### config.mk
export PLATFORM = sky130hd
export DESIGN_NAME = sta_cell
export DESIGN_NICKNAME = d
export VERILOG_FILES = /design/src/sta_pkg.sv /design/src/sta_cell.sv
export SDC_FILE = /design/constraint.sdc
export NUM_CORES = 1
export LEC_CHECK = 0
export BUFFER_PORTS_ARGS = -buffer_cell sky130_fd_sc_hd__buf_2
export CELL_PAD_IN_SITES_DETAIL_PLACEMENT = 1
export CELL_PAD_IN_SITES_GLOBAL_PLACEMENT = 1
export CORE_MARGIN = 1.5
export CORE_UTILIZATION = 31
export DETAILED_ROUTE_END_ITERATION = 12
export PLACE_DENSITY_LB_ADDON = 0.05
export SYNTH_ARGS = -nofsm -noshare
export SYNTH_HDL_FRONTEND = slang
export SYNTH_SLANG_ARGS = --single-unit
export TNS_END_PERCENT = 100
### constraint.sdc
create_clock -name clk -period 5 [get_ports clk]
set_input_delay 1 -clock clk [delete_from_list [all_inputs] [get_ports clk]]
set_output_delay 1 -clock clk [all_outputs]
set_load 0.005 [all_outputs]
### src/sta_pkg.sv
`timescale 1ns / 1ps
// ----------------------------------------------------------------------------
// Sparse triplet accumulator package
// Shared constants, request and response structs, and the cell control types.
// ----------------------------------------------------------------------------
package sta_pkg;

	localparam int DIM      = 64;
	localparam int CAPACITY = 256;
	localparam int IDX_W    = $clog2(CAPACITY);
	localparam int CNT_W    = $clog2(CAPACITY + 1);
	localparam int GROUP    = 16;
	localparam int NGROUPS  = CAPACITY / GROUP;

	typedef enum logic [1:0] {
		REQ_ACC    = 2'd0,
		REQ_LOOKUP = 2'd1,
		REQ_RANK   = 2'd2,
		REQ_CLEAR  = 2'd3
	} req_code_t;

	typedef enum logic [1:0] {
		S_IDLE,
		S_CMP,
		S_GATH,
		S_FIN
	} state_t;

	typedef struct packed {
		logic [1:0]         req_type;
		logic [5:0]         row_in;
		logic [5:0]         col_in;
		logic signed [31:0] value_in;
		logic [7:0]         rank_in;
	} req_t;

	typedef struct packed {
		logic signed [31:0] value_out;
		logic [5:0]         row_out;
		logic [5:0]         col_out;
		logic               found;
		logic [8:0]         entry_count;
		logic               status;
	} rsp_t;

	typedef struct packed {
		logic [5:0]         row;
		logic [5:0]         col;
		logic signed [31:0] val;
	} entry_t;

	typedef struct packed {
		logic cmp_en;
		logic rank_mode;
		logic ins;
		logic acc_wr;
	} cell_ctrl_t;

endpackage

### src/sta_cell.sv
`timescale 1ns / 1ps
// ----------------------------------------------------------------------------
// Sparse triplet accumulator cell
// Holds one sorted entry, compares it (or its index) with the broadcast key,
// takes its left neighbor's or the new entry on an insert, or a new sum.
// ----------------------------------------------------------------------------
module sta_cell (
	input  logic                  clk,
	input  logic                  arst_n,
	input  logic [sta_pkg::IDX_W-1:0] idx,
	input  logic [sta_pkg::CNT_W-1:0] count,
	input  sta_pkg::cell_ctrl_t   ctrl,
	input  logic [5:0]            key_row,
	input  logic [5:0]            key_col,
	input  logic [7:0]            rank,
	input  sta_pkg::entry_t       new_entry,
	input  logic signed [31:0]    sum,
	input  sta_pkg::entry_t       prev_entry,
	input  logic                  prev_less,
	output sta_pkg::entry_t       entry_q,
	output logic                  less_q,
	output logic                  sel_q
);
	import sta_pkg::*;

	logic occ;
	logic key_lt;
	logic key_eq;
	logic rank_eq;

	assign occ     = {1'b0, idx} < count;
	assign key_lt  = {entry_q.row, entry_q.col} < {key_row, key_col};
	assign key_eq  = {entry_q.row, entry_q.col} == {key_row, key_col};
	assign rank_eq = idx == IDX_W'(rank);

	always_ff @(posedge clk or negedge arst_n) begin
		if (!arst_n) begin
			less_q <= 1'b0;
			sel_q  <= 1'b0;
		end else if (ctrl.cmp_en) begin
			less_q <= occ && key_lt;
			sel_q  <= occ && (ctrl.rank_mode ? rank_eq : key_eq);
		end
	end

	// Cells above the insert point take their neighbor's entry; the
	// cell exactly at the insert point takes the new entry.
	always_ff @(posedge clk) begin
		if (ctrl.ins) begin
			if (prev_less && !less_q) begin
				entry_q <= new_entry;
			end else if (!prev_less) begin
				entry_q <= prev_entry;
			end
		end else if (ctrl.acc_wr && sel_q) begin
			entry_q.val <= sum;
		end
	end

endmodule

==> flow_summary_export.csv, run 1 <==
group,metric,value,unit
run_status,status,"finished clean",
routing,drtIter0Drc,52,
power_and_ir_drop,p_sw,264,uW
layout,area_growth,44.9,%
worst_setup_path,cp_data_arrival_time,2810,ps
global_routing,grt_pass1_vias,2820,
floorplanning,num_io_pins,210,
clocking,cts_buffers,5,
placement,placed_cell_area,3960,um^2
flow_run,maxCapViolCount,0,
hold_path,min-delay-path-class,"in2async",
clocking,clkLatencyLatePin,300,ps
placement,dpl.hpwl,6.72,mm
power_and_ir_drop,seq_power_share,0.472,
timing,clock_skew,11.5,ps
timing,maxSlewHeadroom,0.233,
timing,final_hold_viol_count,0,
timing,min_period,2880,ps
layout,final_common_cell,"buf_2",
layout,fillers,1051,
worst_setup_path,path_class,"in2reg",
placement,port_buffers,209,
routing,drc,0,
clocking,hold_buffers,0,
placement,placed_cells,560,
power_and_ir_drop,p_sw_frac,0.258,
power_and_ir_drop,combinationalPowerShare,0.262,
timing,worst_pin_slew,1150,ps
layout,drive_gt1_frac,0.507,
worst_setup_path,cp_max_fo,66,
clocking,h-tree-depth,2,
synthesis,syn_nets,436,
routing,vias,2685,
floorplanning,start_util,0.320,
worst_setup_path,path_cells,"buf_2 > a21boi_1 > buf_4 > o21bai_4",
synthesis,netlist_area,2800,um^2
layout,num-nets-final,642,
worst_setup_path,r2r_start,"less_q$_DFFE_PN0P_",
clocking,ctsLongestPathBuffers,2,
timing,fin_tns_setup,0,ps
worst_setup_path,cp.required,4930,ps
floorplanning,core-area,8760,um^2
layout,antenna_cells,0,
worst_setup_path,rrSetupSlack,2760,ps
clocking,cts_tree,"yes",
worst_setup_path,crit_family,"buffers and inverters",
global_routing,antenna_found_initial,0,
routing,avgRoutedWirePerCell,14.4,um
synthesis,synth_edf_count,44,
routing,detail-route-antenna-nets,0,
routing,drt-total-wl,8.17,mm
worst_setup_path,cp_slowest_cell,"buf_2",
power_and_ir_drop,internal_power,760,uW
power_and_ir_drop,powerDensity,252,nW/um^2
power_and_ir_drop,peakVddDrop,0.000126,V
timing,rsz0062_at_grt,"false",
floorplanning,die_area,9620,um^2
timing,holdWs,485,ps
worst_setup_path,slowest_delay,850,ps
worst_setup_path,cp-start-kind,"input pin",
clocking,postCtsSetupRepairBufs,0,
layout,final_cells,568,
timing,maxSlewViolCount,0,
floorplanning,die_w,98.1,um
worst_setup_path,rr_worst_depth,3,
global_routing,grt_pass1_wl,12.9,mm
clocking,cts.clk_slew.worst_paths,80,ps
timing,final-setup-viol-count,0,
synthesis,synthArstFlopShare,0.0435,
floorplanning,num_rows,34,
clocking,post_cts_resized,0,
power_and_ir_drop,clockPowerShare,0.266,
clocking,cts_sinks,46,
placement,gp_congestion,0.766,
global_routing,grt_max_degree,67,
power_and_ir_drop,p_total,1020,uW
synthesis,synth.yosys.seq_area_share,0.489,
routing,drtPass1Iterations,4,
routing,vias_per_cell,4.73,
clocking,root_buffer,"clkbuf_8",
worst_setup_path,reg2reg_to,"entry_q[39]$_DFFE_PP_",
synthesis,synth-seq-cells,46,
global_routing,grt-ovfl-total,0,
power_and_ir_drop,leakagePower,0.00198,uW
worst_setup_path,endpoint_kind,"flop",
layout,final_cell_mix,"buf_2 (209), edfxtp_1 (44), a21oi_1 (39), mux2i_1 (32), nor2_1 (32)",
synthesis,synth_cell_types,33,
synthesis,syn_inst,253,
synthesis,avgSynthCellArea,11.1,um^2
timing,timing.fmax,347,MHz
worst_setup_path,path_buf_inv,2,
floorplanning,die_h,98.1,um
layout,final_area,4060,um^2
synthesis,ys_warn_count,0,
timing,min_period_over_period,0.576,
global_routing,track_usage,0.169,
synthesis,synthFlopType,"edfxtp_1",
metrics by stage:
stage                     worst slack, ps  utilization
after CTS                            2100        0.464
after floorplan                      1610            -
after global routing                 1930        0.464
after global placement               1820        0.452
after detailed placement             1780        0.452
final                                2120        0.464
power groups by stage:
stage	Clock [uW]	Sequential, uW	Combinational [uW]
after floorplan	0	497	136
after global placement	0	492	267
after detailed placement	0	493	274
after CTS	279	485	274
after global routing	291	488	300
final	273	484	268
synthesized netlist by cell type (2+ instances only):
| cell type | n | area [um^2] |
|---|---|---|
| buf_4 | 4 | 30.0 |
| nor2_1 | 32 | 120 |
| nor2b_1 | 3 | 18.8 |
| inv_1 | 22 | 82.6 |
| nor4_1 | 2 | 12.5 |
| nand4_1 | 3 | 18.8 |
| xor2_1 | 7 | 61.3 |
| dfrtp_1 | 2 | 50.1 |
| clkbuf_1 | 7 | 26.3 |
| mux2_2 | 12 | 135 |
| edfxtp_1 | 44 | 1320 |
| o21ai_0 | 3 | 15.0 |
| a21oi_1 | 39 | 195 |
| nand2_1 | 4 | 15.0 |
| ha_1 | 19 | 238 |
| o211ai_1 | 2 | 15.0 |
| mux2i_1 | 32 | 320 |
metal layers:
layer	vias up	track usage	wire length [um]
met5	-	0	0
met4	0	0.0484	111
met3	9	0.0530	721
met2	118	0.324	4350
met1	1230	0.175	2980
li1	1328	-	-
sequential cells by signal, indices dropped and copies added (netlist names):
signal	cells
entry_q	44
less_q	1
sel_q	1
how the worst max path moves through the flow:
stage / to / cells after the start / start / slack (ps)
floorplan: entry_q[0]$_DFFE_PP_ / 2 / ctrl[1] / 1610
global placement: entry_q[19]$_DFFE_PP_ / 4 / ctrl[1] / 1820
detailed placement: entry_q[15]$_DFFE_PP_ / 4 / ctrl[1] / 1780
CTS: entry_q[28]$_DFFE_PP_ / 4 / ctrl[1] / 2100
global route: entry_q[0]$_DFFE_PP_ / 4 / ctrl[1] / 1930
finish: entry_q[5]$_DFFE_PP_ / 4 / ctrl[1] / 2120
area by class of cell:
class                           count  area (um^2)  area share
Tap cell                          108          135      0.0333
Inverter                           22         82.6      0.0203
Multi-Input combinational cell    173         1310       0.322
Timing Repair Buffer              211         1060       0.261
Clock buffer                        7         76.3      0.0188
Clock inverter                      1         30.0     0.00739
Sequential cell                    46         1370       0.337
kinds of logic (layout without fill, tap and decap cells):
family | after synthesis | count (layout) | synth area share
compound gates | 53 | 53 | 0.110
mux | 44 | 44 | 0.162
simple gates | 49 | 49 | 0.0776
fa+ha+maj | 19 | 19 | 0.0848
xor+xnor | 8 | 8 | 0.0250
flops | 46 | 46 | 0.489
buf+inv | 34 | 241 | 0.0513
Note: power is estimated with default switching activity, not from simulation.
==> inputs of run 2 (changes only) <==
--- a/config.mk
+++ b/config.mk
@@ -9,7 +9,7 @@
 export CELL_PAD_IN_SITES_DETAIL_PLACEMENT = 1
 export CELL_PAD_IN_SITES_GLOBAL_PLACEMENT = 1
 export CORE_MARGIN = 1.5
-export CORE_UTILIZATION = 31
+export CORE_UTILIZATION = 29
 export DETAILED_ROUTE_END_ITERATION = 12
 export PLACE_DENSITY_LB_ADDON = 0.05
 export SYNTH_ARGS = -nofsm -noshare
==> constraint.sdc (replaced) <==
create_clock -name clk -period 2.7 [get_ports clk]
set_input_delay 0.54 -clock clk [delete_from_list [all_inputs] [get_ports clk]]
set_output_delay 0.54 -clock clk [all_outputs]
set_load 0.005 [all_outputs]
==> flow_summary_export.csv, run 2 (same netlist as run 1, synthesis figures left out) <==
group,metric,value,unit
run_status,status,"finished clean",
floorplanning,start_util,0.301,
floorplanning,num_io_pins,210,
clocking,cts_sinks,46,
timing,final_hold_viol_count,0,
worst_setup_path,cp-start-kind,"input pin",
routing,avgRoutedWirePerCell,13.6,um
global_routing,grt_max_degree,53,
worst_setup_path,cp.required,2620,ps
worst_setup_path,cp_max_fo,32,
routing,drc,0,
routing,drt-total-wl,8.05,mm
worst_setup_path,reg2reg_to,"entry_q[0]$_DFFE_PP_",
floorplanning,die_area,10300,um^2
clocking,post_cts_resized,0,
clocking,h-tree-depth,2,
clocking,hold_buffers,0,
clocking,root_buffer,"clkbuf_8",
layout,largest_reg_flops,44,
layout,final_common_cell,"buf_2",
timing,rsz0062_at_grt,"false",
timing,clock_skew,4.62,ps
routing,vias_per_cell,4.44,
worst_setup_path,endpoint_kind,"flop",
routing,drtIter0Drc,71,
routing,drtPass1Iterations,4,
layout,area_growth,45.6,%
hold_path,min-delay-path-class,"in2async",
power_and_ir_drop,leakagePower,0.00198,uW
layout,drive_gt1_frac,0.511,
global_routing,grt_pass1_wl,12.2,mm
global_routing,antenna_found_initial,0,
timing,holdWs,17.9,ps
timing,timing.fmax,571,MHz
timing,worst_pin_slew,925,ps
global_routing,grt-ovfl-total,0,
layout,reg.largest.list,"entry_q (44), less_q (1), sel_q (1)",
global_routing,track_usage,0.156,
worst_setup_path,r2r_start,"less_q$_DFFE_PN0P_",
timing,min_period_over_period,0.649,
power_and_ir_drop,powerDensity,441,nW/um^2
floorplanning,die_h,101,um
timing,fin_tns_setup,0,ps
power_and_ir_drop,p_total,1800,uW
clocking,postCtsSetupRepairBufs,0,
clocking,cts_buffers,5,
clocking,clkLatencyLatePin,290,ps
worst_setup_path,rr_worst_depth,3,
timing,min_period,1750,ps
layout,final_cell_mix,"buf_2 (209), edfxtp_1 (44), a21oi_1 (39), mux2i_1 (32), nor2_1 (32)",
placement,port_buffers,209,
worst_setup_path,startpoint,"ctrl[1]",
placement,gp_congestion,0.752,
worst_setup_path,path_class,"in2reg",
layout,regMostFlops,"entry_q",
power_and_ir_drop,peakVddDrop,0.000182,V
flow_run,maxCapViolCount,0,
routing,detail-route-antenna-nets,0,
clocking,cts_tree,"yes",
clocking,cts.clk_slew.worst_paths,80,ps
routing,vias,2625,
layout,num-nets-final,644,
floorplanning,core-area,9330,um^2
timing,maxSlewHeadroom,0.382,
floorplanning,die_w,101,um
floorplanning,num_rows,35,
layout,fillers,1169,
timing,maxSlewViolCount,0,
worst_setup_path,rrSetupSlack,1030,ps
placement,dpl.hpwl,6.86,mm
global_routing,grt_pass1_vias,2632,
timing,final-setup-viol-count,0,
layout,antenna_cells,0,
clocking,ctsLongestPathBuffers,2,
worst_setup_path,cp_data_arrival_time,1670,ps
[run 2: cell count changes in the layout (fill, tap and decap cells not counted), sizes merged]
cell,change
buf,+2
clkinv,+2
bufinv,-1
clkbuf,-2
clkinvlp,+1
[run 2: worst max path at each step]
stage / endpoint / cells after the start / slack (ps)
after floorplan: entry_q[0]$_DFFE_PP_ / 2 / 130
after global placement: entry_q[12]$_DFFE_PP_ / 4 / 640
after detailed placement: entry_q[19]$_DFFE_PP_ / 4 / 610
after CTS: entry_q[5]$_DFFE_PP_ / 4 / 930
after global routing: entry_q[9]$_DFFE_PP_ / 4 / 840
final: entry_q[0]$_DFFE_PP_ / 4 / 950
[run 2: through the flow]
step / area (um^2) / setup WS [ps] / utilization / cells
after floorplan: 2810 / 134 / - / 253
after global placement: 4000 / 638 / 0.429 / 583
after detailed placement: 4000 / 607 / 0.429 / 583
after CTS: 4080 / 930 / 0.438 / 591
after global routing: 4080 / 836 / 0.438 / 591
final: 4080 / 948 / 0.438 / 591
[run 2: cell type report]
type / instances / area, um^2 / share of cell area
Timing Repair Buffer: 213 / 1080 / 0.263
Sequential cell: 46 / 1370 / 0.336
Clock buffer: 5 / 68.8 / 0.0169
Clock inverter: 3 / 16.3 / 0.00398
Multi-Input combinational cell: 173 / 1310 / 0.320
Tap cell: 129 / 161 / 0.0395
Inverter: 22 / 82.6 / 0.0202
[run 2: critical path: stages]
cell,delay (ps)
buf_2,250
a21boi_1,200
buf_4,230
o21bai_4,430
[run 2: layer usage]
layer / global-route usage / wire length, um / part of all wire / vias up
met1: 0.156 / 2960 / 0.37 / 1165
met5: 0 / 0 / 0 / -
met2: 0.306 / 4260 / 0.53 / 117
met3: 0.0511 / 738 / 0.092 / 7
li1: - / - / - / 1336
met4: 0.0395 / 98 / 0.012 / 0
[run 2: power breakdown]
group / switching [uW] / internal, uW / leakage (uW) / total, uW
logic: 240 / 260 / 0.00149 / 500
clock network: 226 / 177 / 0.0000416 / 404
registers: 23.6 / 871 / 0.000446 / 895
total: 490 / 1310 / 0.00198 / 1800
