`config.mk`:
```
export PLATFORM = sky130hd
export DESIGN_NAME = sta_gather
export DESIGN_NICKNAME = d
export VERILOG_FILES = /design/src/sta_pkg.sv /design/src/sta_gather.sv
export SDC_FILE = /design/constraint.sdc
export NUM_CORES = 1
export LEC_CHECK = 0
export ABC_AREA = 1
export BUFFER_PORTS_ARGS = -buffer_cell sky130_fd_sc_hd__buf_2
export CORE_AREA = 2 2 299 301
export DETAILED_ROUTE_END_ITERATION = 12
export DIE_AREA = 0 0 301 303
export PLACE_DENSITY = 0.3
export SLEW_MARGIN = 20
export SYNTH_ARGS = -nofsm -noshare
export SYNTH_HDL_FRONTEND = slang
export SYNTH_SLANG_ARGS = --single-unit
```
`constraint.sdc`:
```
create_clock -name clk -period 0.8 [get_ports clk]
set_input_delay 0.04 -clock clk [delete_from_list [all_inputs] [get_ports clk]]
set_output_delay 0.04 -clock clk [all_outputs]
set_load 0.05 [all_outputs]
```
`src/sta_pkg.sv`:
```
`timescale 1ns / 1ps
// ----------------------------------------------------------------------------
// Sparse triplet accumulator package
// Shared constants, request and response structs, and the cell control types.
// ----------------------------------------------------------------------------
package sta_pkg;

	localparam int DIM      = 64;
	localparam int CAPACITY = 256;
	localparam int IDX_W    = $clog2(CAPACITY);
	localparam int CNT_W    = $clog2(CAPACITY + 1);
	localparam int GROUP    = 16;
	localparam int NGROUPS  = CAPACITY / GROUP;

	typedef enum logic [1:0] {
		REQ_ACC    = 2'd0,
		REQ_LOOKUP = 2'd1,
		REQ_RANK   = 2'd2,
		REQ_CLEAR  = 2'd3
	} req_code_t;

	typedef enum logic [1:0] {
		S_IDLE,
		S_CMP,
		S_GATH,
		S_FIN
	} state_t;

	typedef struct packed {
		logic [1:0]         req_type;
		logic [5:0]         row_in;
		logic [5:0]         col_in;
		logic signed [31:0] value_in;
		logic [7:0]         rank_in;
	} req_t;

	typedef struct packed {
		logic signed [31:0] value_out;
		logic [5:0]         row_out;
		logic [5:0]         col_out;
		logic               found;
		logic [8:0]         entry_count;
		logic               status;
	} rsp_t;

	typedef struct packed {
		logic [5:0]         row;
		logic [5:0]         col;
		logic signed [31:0] val;
	} entry_t;

	typedef struct packed {
		logic cmp_en;
		logic rank_mode;
		logic ins;
		logic acc_wr;
	} cell_ctrl_t;

endpackage

```
`src/sta_gather.sv`:
```
`timescale 1ns / 1ps
// ----------------------------------------------------------------------------
// Sparse triplet accumulator gather group
// Registers the OR of the selected entries of one group of cells.
// ----------------------------------------------------------------------------
module sta_gather (
	input  logic                         clk,
	input  logic                         arst_n,
	input  sta_pkg::entry_t [sta_pkg::GROUP-1:0] entries,
	input  logic [sta_pkg::GROUP-1:0]    sel,
	output sta_pkg::entry_t              grp_q,
	output logic                         hit_q
);
	import sta_pkg::*;

	entry_t grp_d;

	always_comb begin
		grp_d = '0;
		for (int i = 0; i < GROUP; i++) begin
			grp_d = grp_d | (sel[i] ? entries[i] : '0);
		end
	end

	always_ff @(posedge clk or negedge arst_n) begin
		if (!arst_n) begin
			hit_q <= 1'b0;
		end else begin
			hit_q <= |sel;
		end
	end

	always_ff @(posedge clk) begin
		grp_q <= grp_d;
	end

endmodule

```
==> results.md, run 1 <==
- Final hold violations: 0
- Total grt overflow: 0
- RSZ-0062 raised after global routing: true
- Site Rows: 109
- Initial antenna violation count: 16
- VDD IR max: 0.735 mV
- Initial Utilization: 0.0918
- DR vias: between 10000 and 15000
- Final core occ: 0.169
- Top cell type's share of synthesized area: 0.462
- Cells along the critical path: buf_12
- Failing checks: setup timing
- Max FO, Critical Path: 1
- Final setup fails: 45
- Drt via density: around 3.4
- Total of warnings raised by yosys: 0
- Routed WL: ~68 mm
- Post-Syn Area: about 8000 sq um
- Core area: 88000 sq um
- Register area share after synthesis: 0.112
- DRT antenna net count: 0
- CTS max path bufs: 2
- Wire length per cell: 18.6 microns
- Setup repair bufs after CTS: 0
- Post-Syn Nets: roughly 2400
- Worst slew pin tran: between 0.2 and 0.3 ns
- Cts bufs inserted: 5
- Die extent in x: between 300 and 400 microns
- Largest net degree at the start of global routing: 25
- Startpoint types: flop
- Hold Crit Class: in -> reg
- Post-synth cell types: 13
- Die Ht: a little over 300 microns
- Cell count after synthesis: 1680
- CP required: 0.76 ns
- PD cells: 782 nW/um^2
- CP endpoint kind: output port
- Top post-synthesis cells by area: nand2_1, inv_1, nand2_2, dfxtp_1, buf_6
- I/O pins: ~770
- Area grow syn2layout: 84.6%
- Die ar.: 91200 sq um
- Max-cap violations: 0
- Crit Path Class: reg -> out
- CP peak stage delay: 0.41 ns
- Buf+Inv Stages, Crit Path: 1
- Worst rel slew slack: 0.803
- Outcome: complete, but fails checks
- DRC errors left: 0
- Tot GR Track Use: 0.141
- H-tree lvl count: 2
- WP data arrival: about 0.9 ns
- FMAX: 1070 MHz
- Hpwl dp: 60.0 mm
- Clock-pin transition on the worst setup and hold timing paths: 0.10 ns
- Post-synth top area cell: nand2_1
- Final Critical Period: between 0.9 and 1 ns
- Number of global-route vias before repair: 12500
- CP delay by family, top: flip-flops
- Iteration-0 DRC Markers: between 600 and 700
- Post-route worst setup slack: -0.137 ns
- Final slew viol count: 0
- Tcrit/Tclk final: 1.17
- DRT Pass-1 Iters: 5
- Mean Syn Cell Area: 4.81 sq um
- CP max stage cell: dfxtp_4
- Leak: 9.05 nW
- RD Place Congestion: 0.862
- CTS Root Cell: clkbuf_16
- Global-route wire length before repair: 89.7 mm
- DP Worst Slack: -0.469 ns
- CTS tree: built
- Clk sink count: 45
- Seq cells post-synth: 45
- Final net count: 3221
- Share of cells above drive strength 1: 0.435
- IO Port Bufs: ~770
[synth_stat cells]
cell type and n:
nor2_1 98, buf_8 2, nand2_2 156, nand2_1 993, buf_4 5, inv_1 264, buf_6 55, buf_12 3
clkbuf_8 1, dfrtp_1 1, dfxtp_1 44, nand4_1 44, buf_2 14
[layer usage]
metal	up-vias	wire length, microns	track usage
li1	6438	-	-
met1	5364	30400	0.184
met2	442	32900	0.240
met3	59	3860	0.0261
met4	12	961	0.0291
met5	-	79	0
[final timing paths]
kind / to / startpoint / cells past startpoint / slack, ns
worst max-delay path: grp_q[42] / grp_q[42] / 1 / -0.14
worst min-delay path: grp_q[9] / entries[405] / 5 / 0.03
max in group asynchronous: hit_q / arst_n / 3 / 0.12
min in group asynchronous: hit_q / arst_n / 3 / 0.56
[metrics by stage]
step           area, sq um  hold slack, ns  std cells  total power, mW  setup TNS [ns]
2_1_floorplan         8070          -0.256       1680             5.22               0
3_3_place_gp         13900          -0.161       3635             8.98          -14.42
3_5_place_dp         13900          -0.164       3635             8.96          -14.80
4_1_cts              14900        -0.00501       3673             12.2           -5.05
5_1_grt              14900          0.0189       3669             12.8           -5.09
6_report             14900          0.0263       3671             11.7           -2.97
[placed cells by master (no fill, tap or decap)]
cell and count:
nand4_1 44, clkinvlp_4 1, buf_6 3, dfxtp_4 2, dlygate4sd3_1 28, clkinv_4 1
inv_6 1, inv_2 1, nand2_1 987, nand2_2 162, clkbuf_16 6, buf_8 42
diode_2 6, buf_2 705, buf_4 64, buf_12 46, dlymetal6s4s_1 3, dfrtp_1 1
inv_1 263, dfxtp_2 42, nor2_1 86, nor2_2 12
[cell families (layout without fill, tap and decap cells)]
| logic type | Yosys count | count (layout) | share of synthesized area |
|---|---|---|---|
| DFF | 45 | 45 | 0.112 |
| other | 0 | 6 | 0 |
| buffers and inverters | 344 | 1164 | 0.226 |
| and+or+nand+nor | 1291 | 1291 | 0.662 |
[flip-flops by register name, indices dropped and copies added, names as in the netlist]
register / count
grp_q: 44
hit_q: 1
[power breakdown]
group	total (mW)	internal (mW)	switching, mW
combinational	6.72	3.09	3.63
clock	2.65	1.19	1.46
sequential	2.28	2.26	0.0193
[timing repair]
action | 4_1_cts | 5_1_grt
hold endpoints to repair | 16 | 0
endpoints found under the setup margin | 49 | 68
pin swaps | 0 | 16
hold buffers | 31 | 0
gates resized for setup | 181 | 25
gates cloned | 0 | 1
[area by class of cell]
cell class                 instances  area [sq um]
fill                           10600         73100
timing repair buffer             892          5940
multi-input combinational       1291          5390
tap                             1165          1460
inverter                         264           991
sequential                        45           966
clock buffer                       5           125
clock inverter                     3          25.0
antenna                            6          15.0
(Power assumes the default switching activity.)
==> run 2: changes to the inputs <==
--- a/config.mk
+++ b/config.mk
@@ -7,9 +7,9 @@
 export LEC_CHECK = 0
 export ABC_AREA = 1
 export BUFFER_PORTS_ARGS = -buffer_cell sky130_fd_sc_hd__buf_2
-export CORE_AREA = 2 2 299 301
+export CORE_AREA = 2 2 297 299
 export DETAILED_ROUTE_END_ITERATION = 12
-export DIE_AREA = 0 0 301 303
+export DIE_AREA = 0 0 299 301
 export PLACE_DENSITY = 0.3
 export SLEW_MARGIN = 20
 export SYNTH_ARGS = -nofsm -noshare
==> run 2 against run 1 <==
  * The flow still finishes with violations (setup timing)
  * Sequential power is essentially flat
  * Design area rose by 0.21%
  * Clock power down 2%
  * Power fell by 1.6%
  * Combinational power is 2% lower
  * Hold slack worse by 0.0049 ns
  * First-iteration DRC count shrank 13%
  * Count of clock-buffer cells in the layout up 1
  * Routed wire length shrank 3.3%
  * Worst setup slack lost 0.023 ns
  * Critical path type unchanged
  * Largest cell class unchanged
==> results.md, run 2 (same netlist as run 1, synthesis figures left out) <==
- Outcome: complete, but fails checks
- Failing checks: setup timing
- CTS tree: built
- WP data arrival: 0.92 ns (+0.02 ns)
- RD Place Congestion: 0.861 (about the same)
- Initial antenna violation count: 16 (unchanged)
- Core area: 86500 sq um (-1.7%)
- Share of cells above drive strength 1: 0.424 (-0.0112)
- Cts bufs inserted: 5 (unchanged)
- Tcrit/Tclk final: 1.20 (+0.0287)
- DR vias: 12300 (+0.18%)
- Commonest non-fill, non-tap cell in the layout: nand2_1
- Max-cap violations: 0 (unchanged)
- DRT Pass-1 Iters: 5 (unchanged)
- Hold Startpoint: entries[85]
- Area grow syn2layout: 85.0%
- RSZ-0062 raised after global routing: true
- CP Launch Point: grp_q[2]
- Cells along the critical path: buf_12
- Tot GR Track Use: 0.140 (-0.000776)
- Worst slew pin tran: 0.478 ns (+0.183 ns)
- Post-route worst setup slack: -0.160 ns (-0.0229 ns)
- Crit Path Class: reg -> out
- DP Worst Slack: -0.430 ns (+0.0384 ns)
- Global-route wire length before repair: 89.3 mm (-0.36%)
- Die Ht: 301 microns (-0.66%)
- Startpoint types: flop
- PD cells: 768 nW/um^2 (-1.8%)
- VDD IR max: 0.760 mV (+3.4%)
- Final Critical Period: 0.960 ns (+0.0229 ns)
- Final net count: 3228 (+0.22%)
- Top Registers: grp_q x44, hit_q x1
- Initial Utilization: 0.0934 (+0.00157)
- Max FO, Critical Path: 1 (unchanged)
- DRT antenna net count: 0 (unchanged)
- Hold Crit Class: in -> reg
- Largest Register: grp_q
- Hpwl dp: 56.5 mm (-5.8%)
- FMAX: 1040 MHz (-2.4%)
- Final cell count without fillers: 3673 (+0.054%)
- Most frequent cells in the layout: nand2_1, buf_2, inv_1
- Total grt overflow: 0 (unchanged)
- CP max stage cell: dfxtp_4
- Final hold violations: 0 (unchanged)
- CTS max path bufs: 2 (unchanged)
- Iteration-0 DRC Markers: 593 (-13%)
- Number of global-route vias before repair: 12900 (+3.4%)
- Site Rows: 108 (-0.92%)
- Largest net degree at the start of global routing: 26 (+4.0%)
- Drt via density: 3.36 (+0.12%)
- H-tree lvl count: 2 (unchanged)
- IO Port Bufs: 766 (unchanged)
- Worst rel slew slack: 0.681 (-0.122)
- Die ar.: 90000 sq um (-1.3%)
- Routed WL: 65.9 mm (-3.3%)
- CTS Root Cell: clkbuf_16
- Hold WS: 0.0213 ns (-0.00494 ns)
- I/O pins: 767 (unchanged)
- Clk sink count: 45 (unchanged)
- Final setup fails: 45 (unchanged)
- Buf+Inv Stages, Crit Path: 1 (unchanged)
- CP endpoint kind: output port
- DRC errors left: 0 (unchanged)
- Die extent in x: 299 microns (-0.66%)
- CP required: 0.76 ns (about the same)
- Number of flip-flops in the largest register: 44 (unchanged)
- Leak: 9.22 nW (+1.9%)
- CP delay by family, top: flip-flops
- Cells after DPL: 3611 (-0.66%)
- Clock-pin transition on the worst setup and hold timing paths: 0.09 ns (about the same)
- Wire length per cell: 17.9 microns (-3.3%)
- Final slew viol count: 0 (unchanged)
- CP peak stage delay: 0.43 ns (+0.02 ns)
[run 2: changes by cell type in the layout (fill, tap and decap cells not counted), sizes merged, moves of 5 or more]
cell	before	now
dlygate4sd3	28	33
buf	860	839
dlymetal6s4s	3	26
diode	6	11
[run 2: through the flow]
| step | TNS (ns) | util | instance area, sq um | power [mW] |
|---|---|---|---|---|
| floorplan | 0 | - | 8070 | 5.22 |
| global placement | -13.66 | 0.158 | 13600 | 8.72 |
| detailed placement | -13.40 | 0.158 | 13600 | 8.67 |
| global route | -4.83 | 0.173 | 14900 | 12.5 |
| finish | -2.94 | 0.173 | 14900 | 11.5 |
| CTS | -4.62 | 0.172 | 14900 | 11.7 |
[run 2: power breakdown]
| group | total, mW | internal (mW) | switching [mW] |
|---|---|---|---|
| clock network | 2.60 | 1.17 | 1.43 |
| registers | 2.28 | 2.26 | 0.0187 |
| logic | 6.59 | 3.03 | 3.56 |
[run 2: path summary, 6_finish.rpt]
| check | to | slack (ns) | cells after the start |
|---|---|---|---|
| setup / recovery | grp_q[2] | -0.16 | 1 |
| min in group asynchronous | hit_q | 0.05 | 2 |
| max in group asynchronous | hit_q | 0.65 | 2 |
| hold / removal | grp_q[41] | 0.02 | 5 |
[run 2: tightest hold or removal path: cells and delay by family]
family                 cells  cell delay (ns)
AND/OR/NAND/NOR            4             0.21
buffers and inverters      1             0.08
[run 2: layer usage]
layer  GRT usage  up-vias  wire length, microns
li1            -     6452                     -
met1       0.171     5393                 28200
met2       0.252      439                 33200
met3      0.0257       43                  3620
met4      0.0314       10                   819
met5           0        -                    51
[run 2: repair_timing]
| item | CTS | global route |
|---|---|---|
| pin swaps | 0 | 40 |
| endpoints found under the setup margin | 47 | 72 |
| hold buffers | 59 | 0 |
| hold endpoints to repair | 26 | 0 |
| gates resized for setup | 181 | 45 |
| setup buffers | 0 | 4 |
[run 2: cell type report]
type                       count  area [sq um]
fill                       10400         71500
timing repair buffer         899          5980
multi-input combinational   1291          5390
tap                         1155          1450
inverter                     264           991
sequential                    45           966
clock buffer                   6           129
antenna                       11          27.5
clock inverter                 2          10.0
==> run 3: changes to the inputs <==
--- a/config.mk
+++ b/config.mk
@@ -5,11 +5,11 @@
 export SDC_FILE = /design/constraint.sdc
 export NUM_CORES = 1
 export LEC_CHECK = 0
-export ABC_AREA = 1
 export BUFFER_PORTS_ARGS = -buffer_cell sky130_fd_sc_hd__buf_2
-export CORE_AREA = 2 2 297 299
+export CORE_AREA = 2 2 295 297
 export DETAILED_ROUTE_END_ITERATION = 12
-export DIE_AREA = 0 0 299 301
+export DIE_AREA = 0 0 297 299
+export MAX_ROUTING_LAYER = met4
 export PLACE_DENSITY = 0.3
 export SLEW_MARGIN = 20
 export SYNTH_ARGS = -nofsm -noshare
==> run 3 against run 2 <==
  * The run ends with hold timing, setup timing left
  * Routed wire length increased by 3.7%
  * Worst setup slack better by 0.026 ns
  * Sequential power is essentially flat
  * Count of clock-buffer cells in the layout up 2
  * Fmax is 2.8% higher
  * Flip-flop and latch count unchanged
  * Clock power increased by 9.2%
  * Hold slack worse by 0.10 ns
  * Combinational power grew 15%
  * Final cell count down 29%
  * Critical endpoint is now hit_q
==> results.md, run 3 <==
- Async set-reset flop share out of synthesis: 0.0222 (unchanged)
- Hold Crit Class: in -> reg
- Synth Area in Compound Gates: 0.628 (+0.628)
- Initial Utilization: 0.0571 (-0.0362)
- Simple-Gate Fraction of Synth Area: 0.0625 (-0.600)
- Post-synth top area cell: a221oi_1
- Post-Syn Nets: 1248 (-48%)
- CTS Root Cell: clkbuf_16
- VDD IR max: 0.915 mV (+21%)
- Top post-synthesis cells by area: a221oi_1, a22o_1, dfxtp_1, buf_6, nand4_1
- CP endpoint kind: output port
- Largest net degree at the start of global routing: 25 (-3.8%)
- Post-synth EDFFs: 0 (unchanged)
- Max-cap violations: 0 (unchanged)
- Initial antenna violation count: 11 (-5)
- Hold Startpoint: entries[377]
- Share of cells above drive strength 1: 0.791 (+0.367)
- Fillers: 9776 (-6.1%)
- Buf+Inv Stages, Crit Path: 1 (unchanged)
- Total grt overflow: 0 (unchanged)
- Die ar.: 88800 sq um (-1.3%)
- Crit Path Class: reg -> out
- Tot GR Track Use: 0.145 (+0.00484)
- RD Place Congestion: 0.927 (+7.6%)
- H-tree lvl count: 2 (unchanged)
- Synth Area in XOR/XNOR: 0 (unchanged)
- FMAX: 1070 MHz (+2.8%)
- Number of global-route vias before repair: 10900 (-16%)
- Top cell type's share of synthesized area: 0.314 (-0.148)
- Final net count: 2149 (-33%)
- Stages on worst setup path: 1 (unchanged)
- Final hold violations: 44 (+44)
- Clk sink count: 45 (unchanged)
- CTS max path bufs: 2 (unchanged)
- Final setup fails: 77 (+71%)
- Worst rel slew slack: 0.740 (+0.0586)
- Global-route wire length before repair: 86.5 mm (-3.2%)
- Commonest non-fill, non-tap cell in the layout: buf_2
- CP max stage cell: dfrtp_1
- Iteration-0 DRC Markers: 527 (-11%)
- Hpwl dp: 51.0 mm (-9.7%)
- DR vias: 9787 (-21%)
- Mean Syn Cell Area: 9.33 sq um (+94%)
- Final core occ: 0.170 (-0.00292)
- I/O pins: 767 (unchanged)
- Post-DP Area: 11900 sq um (-13%)
- DP Worst Slack: -0.680 ns (-0.250 ns)
- Commonest cells in the netlist: a221oi_1, a22o_1, nand4_1
- Worst hold path depth: 3 (-2)
- Post-Layout Inst Area: 14600 sq um (-2.3%)
- DRC errors left: 0 (unchanged)
- Multiplexer share of the synthesized area: 0 (unchanged)
- Routed WL: 68.3 mm (+3.7%)
- IO Port Bufs: 766 (unchanged)
- Outcome: complete, but fails checks
- Die Ht: 299 microns (-0.66%)
- Register area share after synthesis: 0.185 (+0.0724)
- Post-route worst setup slack: -0.133 ns (+0.0264 ns)
- Drt via density: 3.78 (+12%)
- Leak: 6.45 nW (-30%)
- Startpoint types: flop
- Final slew viol count: 0 (unchanged)
- Largest family of logic cells by synthesized area: compound AO/OA/AOI/OAI gates
- WP data arrival: 0.89 ns (-0.03 ns)
- CTS tree: built
- Failing checks: hold timing, setup timing
- Post-synth cell types: 10 (-3)
- Tcrit/Tclk final: 1.17 (-0.0330)
- Post-Synth Adder-Cell Area: 0 (unchanged)
- Final Critical Period: 0.933 ns (-0.0264 ns)
- Cell count after synthesis: 526 (-69%)
- Total of warnings raised by yosys: 0 (unchanged)
- Top FF cell, synth: dfxtp_1
- DRT antenna net count: 0 (unchanged)
- Largest Register: grp_q
- Site Rows: 108 (unchanged)
- Clock-pin transition on the worst setup and hold timing paths: 0.11 ns (+0.02 ns)
- Core area: 85900 sq um (-0.62%)
- CP required: 0.76 ns (about the same)
- CP peak stage delay: 0.39 ns (-0.04 ns)
- WHS Endpoint: grp_q[25]
- Most frequent cells in the layout: buf_2, a22o_1, a221oi_2
- Cells after DPL: 2480 (-31%)
- Area grow syn2layout: 197%
- Post-Syn Area: 4910 sq um (-39%)
- Hold WS: -0.0831 ns (-0.104 ns)
- Max FO, Critical Path: 1 (unchanged)
- Wire length per cell: 26.4 microns (+47%)
- Cells along the critical path: buf_6
- CP delay by family, top: flip-flops
- Cts bufs inserted: 5 (unchanged)
- Number of flip-flops in the largest register: 44 (unchanged)
- Seq cells post-synth: 45 (unchanged)
- RSZ-0062 raised after global routing: true
- DRT Pass-1 Iters: 4 (-1)
- Final cell count without fillers: 2592 (-29%)
- Die extent in x: 297 microns (-0.67%)
- Top Registers: grp_q x44, hit_q x1
- Worst slew pin tran: 0.390 ns (-0.0879 ns)
- PD cells: 869 nW/um^2 (+13%)
==> run 3: changes by cell type in the layout (fill, tap and decap cells not counted), moves of 20 or more <==
cell,previous run,this run
a22o_1,0,166
dlygate4sd3_1,33,74
dlymetal6s4s_1,26,3
a221oi_2,0,154
nand2_1,987,0
nor2_1,88,0
inv_1,264,0
nand2_2,162,0
buf_4,63,83
==> run 3: worst max path at each step <==
| stage | start | endpoint | slack, ns |
|---|---|---|---|
| finish | hit_q | hit_q | -0.13 |
| global route | hit_q | hit_q | -0.18 |
| CTS | hit_q | hit_q | -0.17 |
| detailed placement | sel[13] | grp_q[34] | -0.68 |
| global placement | sel[13] | grp_q[34] | -0.63 |
| floorplan | sel[4] | grp_q[10] | -0.07 |
==> run 3: cells by family (layout without fill, tap and decap cells) <==
| kind of cell | count (synthesis) | after routing |
|---|---|---|
| other cells | 0 | 9 |
| buf+inv | 80 | 982 |
| flops | 45 | 45 |
| compound gates | 352 | 352 |
| simple gates | 49 | 49 |
==> run 3: repair_timing <==
item / in CTS / in global routing
hold buffers: 76 / 1
endpoints found under the setup margin: 79 / 90
pin swaps: 38 / 80
setup buffers: 24 / 8
gates cloned: 13 / 5
gates resized for setup: 269 / 46
hold endpoints to repair: 45 / 44
==> run 3: power by group <==
group,internal (mW),switching (mW)
registers,2.26,0.0201
logic,3.96,3.60
clock network,1.28,1.57
==> run 3: routing by layer <==
metal  up-vias  wire length [microns]  GRT usage
met5         -                      0          -
met4         0                   2790     0.0606
met3        89                   3920     0.0295
met2       579                  35100      0.258
met1      4791                  26500      0.155
li1       4328                      -          -
==> run 3: per-stage QoR <==
stage / setup TNS (ns) / total power [mW]
after floorplan: -2.81 / 4.88
after global placement: -20.23 / 8.52
after detailed placement: -20.66 / 8.52
after CTS: -6.33 / 12.9
after global routing: -7.72 / 13.3
final: -4.98 / 12.7
==> run 3: cell type report <==
class | count | area (sq um) | share of cell area
antenna | 9 | 22.5 | 0.00154
clock buffer | 8 | 146 | 0.0100
multi-input combinational | 401 | 4750 | 0.325
sequential | 45 | 968 | 0.0664
tap | 1155 | 1450 | 0.0990
timing repair buffer | 974 | 7260 | 0.498
